**config.mk**
```make
export PLATFORM = sky130hd
export DESIGN_NAME = siu_div_cell
export DESIGN_NICKNAME = d
export VERILOG_FILES = /design/src/hdl/siu_pkg.sv /design/src/hdl/siu_div_cell.sv
export SDC_FILE = /design/constraint.sdc
export NUM_CORES = 1
export LEC_CHECK = 0
export BUFFER_PORTS_ARGS = -buffer_cell sky130_fd_sc_hd__buf_2
export CELL_PAD_IN_SITES_DETAIL_PLACEMENT = 0
export CELL_PAD_IN_SITES_GLOBAL_PLACEMENT = 2
export CORE_ASPECT_RATIO = 1.4
export CORE_MARGIN = 2
export CORE_UTILIZATION = 28
export CTS_CLUSTER_DIAMETER = 100
export DETAILED_ROUTE_END_ITERATION = 10
export PLACE_DENSITY = 0.85
export SLEW_MARGIN = 20
export SYNTH_ARGS = -nofsm -noshare
export SYNTH_HDL_FRONTEND = slang
export SYNTH_SLANG_ARGS = --single-unit
```
**constraint.sdc**
```tcl
create_clock -name i_clk -period 4.2 [get_ports i_clk]
set_input_delay 0.63 -clock i_clk [delete_from_list [all_inputs] [get_ports i_clk]]
set_output_delay 0.63 -clock i_clk [all_outputs]
set_load 0.02 [all_outputs]
```
**src/hdl/siu_pkg.sv**
```systemverilog
// siu_pkg: shared types and status codes of the segment intersection unit.
// No dependencies.
`timescale 1ns / 1ps
`default_nettype none

package siu_pkg;

    localparam int STATUS_WIDTH = 2;

    typedef logic [STATUS_WIDTH-1:0] t_status;

    localparam t_status ST_HIT       = 2'd0;
    localparam t_status ST_COLLINEAR = 2'd1;
    localparam t_status ST_PARALLEL  = 2'd2;
    localparam t_status ST_OUTSIDE   = 2'd3;

    // control that travels with each word down the pipeline
    typedef struct packed {
        logic    valid;
        logic    hit;
        t_status status;
    } t_ctrl;

endpackage

`default_nettype wire

```
**src/hdl/siu_div_cell.sv**
```systemverilog
// siu_div_cell: one restoring-division step for both coordinates.
// Depends on siu_pkg.
`timescale 1ns / 1ps
`default_nettype none

module siu_div_cell #(
    parameter int NW    = 53,
    parameter int DW    = 35,
    parameter int QW    = 17,
    parameter int SHIFT = 0
) (
    input  wire logic           i_clk,
    input  wire logic           i_rst_n,
    input  wire siu_pkg::t_ctrl i_ctrl,
    input  wire logic [NW-1:0]  i_rem_x,
    input  wire logic [NW-1:0]  i_rem_y,
    input  wire logic [QW-1:0]  i_quot_x,
    input  wire logic [QW-1:0]  i_quot_y,
    input  wire logic           i_neg_x,
    input  wire logic           i_neg_y,
    input  wire logic [DW-1:0]  i_den,
    output siu_pkg::t_ctrl      o_ctrl,
    output logic [NW-1:0]       o_rem_x,
    output logic [NW-1:0]       o_rem_y,
    output logic [QW-1:0]       o_quot_x,
    output logic [QW-1:0]       o_quot_y,
    output logic                o_neg_x,
    output logic                o_neg_y,
    output logic [DW-1:0]       o_den
);
    logic [NW:0] dsh;
    logic        ge_x, ge_y;

    assign dsh  = (NW+1)'(i_den) << SHIFT;
    assign ge_x = (NW+1)'(i_rem_x) >= dsh;
    assign ge_y = (NW+1)'(i_rem_y) >= dsh;

    always_ff @(posedge i_clk) begin
        if (!i_rst_n) begin
            o_ctrl <= '0;
        end else begin
            o_ctrl <= i_ctrl;
        end
    end

    // quotient bit SHIFT arrives as zero, higher bits are already settled
    always_ff @(posedge i_clk) begin
        o_rem_x  <= ge_x ? NW'((NW+1)'(i_rem_x) - dsh) : i_rem_x;
        o_rem_y  <= ge_y ? NW'((NW+1)'(i_rem_y) - dsh) : i_rem_y;
        o_quot_x <= i_quot_x | (QW'(ge_x) << SHIFT);
        o_quot_y <= i_quot_y | (QW'(ge_y) << SHIFT);
        o_neg_x  <= i_neg_x;
        o_neg_y  <= i_neg_y;
        o_den    <= i_den;
    end

endmodule

`default_nettype wire

```
After elaboration in Yosys (flattened, before gate mapping). Cells that the tools add are included.

Output and inout port bits: 181. Flip-flop bits (word level): 181. Input bits: 183.

Order comparisons: 2. Bitwise gates (word level): 2. Add/sub/neg operators: 2. Multiplexer cells: 2.

Operators by type and width (number): $ge A53 B35 Y1 (2); $mux W53 (2); $sub A53 B35 Y53 (2); $or A17 B1 Y17 (2).

Longest topological paths before layout. Gate-level depths: netlist (run 1).

Depth after elaboration: 2. Mapped depth: 14. Gate-level depth less buffers: 13.

Worst setup path after synthesis (run 1). OpenSTA, ideal clock, no wires.

Path type: input-to-reg. Start point: in i_rem_x[0]. End point: reg o_rem_x[44]. Cell stages on the path: 13. Arrival time: 2.992 ns. Setup slack: 1.089 ns. Data required time: 4.082 ns. Path buffers: 0. Cell sequence: inv_1 > ha_1 > inv_1 > fa_1 > a211oi_1 > o21ai_0 > or3b_1 > a21boi_0 > o31ai_1 > a21oi_1 > a211oi_2 > nand4b_1 > xnor2_1.

Word-level cells in the longest chain between the ends: 2. Elaborated cells between the ends (all ways): 3. Classes of those cells: add/sub: 1; order compare: 1; mux: 1.

RTL lines: start: declaration (RTL line siu_div_cell.sv:15) `input wire logic [NW-1:0] i_rem_x,`; $sub A53 B35 Y53 or $ge A53 B35 Y1 (tied branches) (RTL line siu_div_cell.sv:48, siu_div_cell.sv:35); $mux W53 * (RTL line siu_div_cell.sv:48) `o_rem_x <= ge_x ? NW'((NW+1)'(i_rem_x) - dsh) : i_rem_x;`; end signal: assignment (RTL line siu_div_cell.sv:48); end: declaration (RTL line siu_div_cell.sv:23) `output logic [NW-1:0] o_rem_x,`.

Every way passes the cells marked *; elsewhere a longest branch is shown, timed or not. A chain may end at the register's enable or synchronous reset.

Worst setup path after layout (run 1). Same ends and word-level chain as after synthesis.

==> summary.txt, run 1 <==
Status
  • Status: finished, final reports clean

Logic synthesis
  • Mux cell area share after synthesis: 0.117%
  • Most used flip-flop cell after synthesis: dfxtp_1
  • Synth Area per Inst: 8.44 µm²
  • Post-Synth Adder-Cell Area: 9.53%
  • YS warnings: 0
  • Share of the synthesized area in the top cell type: 37.7%
  • Xor and xnor area share after synthesis: approximately 8.7%
  • Main area contributors after synthesis: dfxtp_1 38%, ha_1 9.1%, xnor2_1 6.2%
  • Largest family of logic cells by synthesized area: compound AO/OA/AOI/OAI gates
  • Cell taking the most area after synthesis: dfxtp_1
  • Yosys cell types: 72
  • Sequential area share after synthesis: 37.7%
  • Post-synthesis cell area: 9610 µm²
  • EDFF count, synth: 0
  • Synth Area in Simple Gates: about a fifth
  • Cells after Synth: 1,139
  • Synth Area in Compound Gates: 20.3%
  • Synth Register Bits: 181
  • Async S/R FF share, synth: 0%
  • Post-Syn Nets: about 1,400

Global route
  • GRT Total Usage: 19.9%
  • Largest net degree at the start of global routing: 67
  • Global-route wire length before repair: 54,100 µm
  • Final global-route overflow total: 0
  • Vias in the first global route: approximately 9,600
  • Initial antenna violation count: 4

Detailed routing
  • Via density: between 4 and 5
  • Iter 0 DRT Violations: around 570
  • Drt pass-1 iters: 5
  • DRC: 0
  • Routed vias: 9,427
  • Final WL: 36,000 µm
  • Wire per inst: 18.4 µm
  • Routed Antenna Nets: 0

Worst setup path
  • WP data required: between 4 and 5 ns
  • Critical Path Sink Type: register
  • Critical path origin: i_rem_x[0]
  • CP Max Fanout: 7
  • Crit path to: o_rem_x[44]
  • Crit path kind: in -> reg
  • Crit path arrival time: about 3.7 ns
  • CP Launch Type: primary input

CTS
  • Root buffer cell: clkbuf_16
  • CTS tree: built
  • Clock-pin slew on the worst setup and hold paths: 0.07 ns
  • Max clock buf depth: 2
  • Htree depth: 4
  • Cts-stage hold buffer count: 0
  • Setup Fix Bufs, Post-CTS: 0
  • Num CTS Buffers: 17
  • Clk sinks: ~180
  • Post-CTS resize count: 0

Floorplan
  • Starting Density: around 28%
  • Die area: 35,800 µm²
  • FP Rows: 80
  • DIE HEIGHT: roughly 220 µm
  • Core Area: 33,900 µm²
  • Die Width: 161 µm
  • IO Count: 364

Timing
  • Period minus WS final: 3.39 ns
  • Max Freq: ~290 MHz
  • Relative slew margins: 47.2%
  • Sum Neg Setup Slack: 0 ns
  • Actual slew at the worst max-slew pin: 0.785 ns
  • RSZ-0062 raised after global routing: false
  • Final Slew Violations: 0
  • Finish-stage setup viols: 0
  • Final worst slack: about 0.81 ns
  • Fin. Hold Viols: 0
  • Tcrit/Tclk final: 80.7%

Placed design
  • Place WS: roughly 0.33 ns
  • Placed inst area: approximately 12,000 µm²
  • PortBufs: 363
  • Final HPWL from detailed placement: between 30,000 and 40,000 µm
  • Routability cong.: 0.863

Cells and area
  • Area Growth Syn to Fin: 29.9%
  • Most frequent cells in the layout: 363 x buf_2, 181 x dfxtp_1, 121 x nand2_1
  • Fin nets: 1,742
  • Most common cell after layout, fill and taps aside: buf_2
  • Post-layout instance area: 12,500 µm²
  • Layout cells sized above 1: 28.7%

Power and ir drop
  • Max VDD drop: 217 µV
  • Leakage: between 5 and 6 nW
  • Overall power: roughly 5.1 mW
  • Pwr dens: 411 nW/µm²

Job
  • Max-cap violations: 0

Worst hold path
  • Hold Crit Class: in -> reg
[metal layers]
layer	track usage (%)	wire [µm]	up-vias
li1	-	-	4707
met1	20.8	13700	4364
met2	37.8	19300	302
met3	3.83	1770	50
met4	9.04	1150	4
met5	0	22	-
[cell families after synthesis]
kind of cell / Yosys count
fa+ha+maj: 72
buf+inv: 102
compound gates: 311
simple gates: 377
flops: 181
mux: 1
xor+xnor: 95
[sequential cells by signal (all words and copies together), names as in the netlist]
| signal | flops |
|---|---|
| o_ctrl | 4 |
| o_neg_y | 1 |
| o_rem_y | 53 |
| o_rem_x | 53 |
| o_neg_x | 1 |
| o_den | 35 |
| o_quot_x | 17 |
| o_quot_y | 17 |
[Yosys cell counts, types with 3 or more instances]
| library cell | instances |
|---|---|
| nor2_1 | 90 |
| and3_1 | 9 |
| buf_2 | 20 |
| xor2_1 | 27 |
| nor3_1 | 19 |
| or2_2 | 5 |
| xnor2_1 | 68 |
| o31ai_1 | 6 |
| nor4b_1 | 3 |
| nor4_1 | 9 |
| or4_1 | 3 |
| dfxtp_1 | 181 |
| o21bai_1 | 23 |
| and4_1 | 3 |
| a21oi_1 | 116 |
| a211o_1 | 3 |
| nor2b_1 | 5 |
| nand3_1 | 27 |
| or3_1 | 10 |
| o211ai_1 | 6 |
| and2_1 | 11 |
| inv_1 | 54 |
| a21o_1 | 22 |
| o21a_1 | 10 |
| clkbuf_1 | 21 |
| a211oi_1 | 8 |
| nand3b_1 | 7 |
| ha_1 | 70 |
| o21ai_0 | 71 |
| nand4_1 | 26 |
| o21ai_1 | 6 |
| nand2b_1 | 17 |
| nand2_1 | 122 |
| a31oi_1 | 9 |
[area by class of cell]
type	count	area, µm²
clock inverter	13	148
antenna	2	5.00
inverter	56	210
sequential	181	3620
timing repair buffer	375	1920
multi-input combinational	856	5570
tap	451	564
fill	3566	21500
clock buffer	19	443
[critical path: stages]
cell and delay, ns:
buf_2 0.11, inv_1 0.05, ha_1 0.16, inv_1 0.06
fa_1 0.42, a211oi_1 0.28, o21ai_0 0.13, or3b_1 0.27
a21boi_0 0.21, o31ai_1 0.40, a21oi_1 0.13, a211oi_2 0.54
nand4b_1 0.19, xnor2_1 0.15
[worst min-delay path by stage]
stage | start | endpoint | slack, ns | cells after the start
detailed placement | i_quot_x[16] | o_quot_x[16] | 0.73 | 1
global placement | i_quot_y[9] | o_quot_y[9] | 0.73 | 1
floorplan | i_den[0] | o_den[0] | 0.66 | 0
CTS | i_quot_x[1] | o_quot_x[1] | 0.24 | 1
finish | i_quot_y[9] | o_quot_y[9] | 0.28 | 1
global route | i_neg_x | o_neg_x | 0.24 | 1
[stage by stage]
step                utilization, %  hold slack, ns  std cells
floorplan                        -           0.658       1139
global placement              35.0           0.732       1919
detailed placement            35.0           0.734       1919
CTS                           36.8           0.242       1951
global route                  36.8           0.243       1953
finish                        36.8           0.276       1953
[power breakdown]
part | switching (mW) | total (mW) | internal, mW
Combinational | 0.964 | 1.52 | 0.552
Clock | 0.767 | 1.62 | 0.853
Sequential | 0.0558 | 1.99 | 1.93
Total | 1.79 | 5.12 | 3.34
No activity file was read; power rests on OpenSTA's default activity.
==> run 2, diff against run 1 <==
clock period = 3.4 ns   (was 4.2 ns; I/O delays follow)
==> summary.txt, run 2 (synthesis results as in run 1) <==
Power and ir drop
  • Max VDD drop: 259 µV (+20%)
  • Leakage: 6.09 nW (+7.3%)
  • Overall power: 6.62 mW (+29%)
  • Pwr dens: 504 nW/µm² (+23%)

CTS
  • Root buffer cell: clkbuf_16
  • Cts-stage hold buffer count: 0 (unchanged)
  • CTS tree: built
  • Htree depth: 4 (unchanged)
  • Num CTS Buffers: 17 (unchanged)
  • Post-CTS resize count: 0 (unchanged)
  • Setup Fix Bufs, Post-CTS: 0 (unchanged)
  • Max clock buf depth: 2 (unchanged)
  • Clock-pin slew on the worst setup and hold paths: 0.07 ns (about the same)
  • Clk sinks: 181 (unchanged)

Timing
  • Hold WS: 0.149 ns (-0.126 ns)
  • Max Freq: between 300 and 400 MHz
  • Actual slew at the worst max-slew pin: 0.555 ns (-0.230 ns)
  • Finish-stage setup viols: 0 (unchanged)
  • Final worst slack: 0.403 ns (-0.406 ns)
  • Period minus WS final: 3.00 ns
  • RSZ-0062 raised after global routing: false
  • Tcrit/Tclk final: 88.1%
  • Relative slew margins: 62.7% (+16 points)
  • Fin. Hold Viols: 0 (unchanged)
  • Sum Neg Setup Slack: 0 ns (unchanged)
  • Final Slew Violations: 0 (unchanged)

Detailed routing
  • Routed vias: 9,583 (+1.7%)
  • DRC: 0 (unchanged)
  • Iter 0 DRT Violations: 450 (-21%)
  • Via density: 4.72 (-2.2%)
  • Wire per inst: 17.8 µm (-3.6%)
  • Drt pass-1 iters: 5 (unchanged)
  • Final WL: 36,100 µm (+0.22%)
  • Routed Antenna Nets: 0 (unchanged)

Global route
  • GRT Total Usage: 19.9% (about the same)
  • Vias in the first global route: 9,696 (+0.63%)
  • Initial antenna violation count: 4 (unchanged)
  • Global-route wire length before repair: 54,100 µm (+0.13%)
  • Final global-route overflow total: 0 (unchanged)
  • Largest net degree at the start of global routing: 36 (-46%)

Placed design
  • Placed cells: 1,995 (+4.0%)
  • PortBufs: 363 (unchanged)
  • Routability cong.: 0.852 (-1.2%)
  • Placed inst area: 12,500 µm² (+5.1%)
  • Final HPWL from detailed placement: 30,500 µm (+0.55%)
  • Place WS: -0.0970 ns (-0.425 ns)

Worst setup path
  • Crit path max-delay family: compound AO/OA/AOI/OAI gates
  • CP Max Fanout: 7 (unchanged)
  • Crit path kind: in -> reg
  • Critical Path Sink Type: register
  • Crit path top cell by count: inv_1
  • Cell Chain, Critical Path: buf_2 > inv_1 > ha_1 > inv_1 > fa_1 > a211oi_1 > o21ai_0 > or3b_1 > a21boi_0 > o31ai_1 > a21oi_1 > a211oi_2 > buf_4 > nand4b_1 > xnor2_1
  • Crit path buf inv count: 4 (+1)
  • CP Launch Type: primary input
  • Stages on worst setup path: 15 (+1)
  • Worst path max stage delay: 0.40 ns (-0.14 ns)
  • WP data required: 3.74 ns (-0.80 ns)
  • Crit path arrival time: 3.34 ns (-0.39 ns)
  • Critical path's slowest cell: fa_1

Cells and area
  • Most common cell after layout, fill and taps aside: buf_2
  • Fin nets: 1,818 (+4.4%)
  • Post-layout instance area: 13,100 µm² (+5.3%)
  • Layout cells sized above 1: 32.1% (+3.4 points)
  • Layout Cells excl Fill: 2,030 (+3.9%)
  • Most frequent cells in the layout: 363 x buf_2, 181 x dfxtp_1, 121 x nand2_1
  • Area Growth Syn to Fin: 36.7%
  • Largest registers: o_rem_x: 53 flops, o_rem_y: 53 flops, o_den: 35 flops
  • Fin util: 38.7% (+1.9 points)

Floorplan
  • Core Area: 33,900 µm² (unchanged)
  • DIE HEIGHT: 223 µm (unchanged)
  • FP Rows: 80 (unchanged)
  • Die area: 35,800 µm² (unchanged)
  • Starting Density: 28.3% (unchanged)
  • IO Count: 364 (unchanged)
  • Die Width: 161 µm (unchanged)

Worst hold path
  • Hold Crit Class: in -> reg
  • Worst Hold Path Cells: 1 (unchanged)

Status
  • Status: finished, final reports clean

Job
  • Max-cap violations: 0 (unchanged)
[run 2: layout make-up]
type / count / area [µm²]
clock buffers: 20 / 447
inverters: 56 / 210
repair buffers: 451 / 2530
diodes: 3 / 7.51
well taps: 451 / 564
clock inverters: 12 / 191
flip-flops and latches: 181 / 3620
fillers: 3580 / 20800
multi-input cells: 856 / 5570
[run 2: where the power goes]
| part | switching [mW] | leakage, nW | internal, mW |
|---|---|---|---|
| Clock | 0.926 | 0.313 | 1.27 |
| Sequential | 0.0691 | 1.53 | 2.39 |
| Combinational | 1.20 | 4.25 | 0.764 |
[run 2: path summary, 6_finish.rpt]
path	from	end	slack (ns)
worst max-delay path	i_rem_x[0]	o_rem_x[44]	0.40
worst min-delay path	i_quot_y[9]	o_quot_y[9]	0.15
[run 2: metal layers]
layer,wire length (µm),global-route usage [%],up-vias
li1,-,-,4851
met1,13900,21.0,4368
met2,19500,38.5,313
met3,1770,3.83,49
met4,951,7.35,2
met5,7,0,-
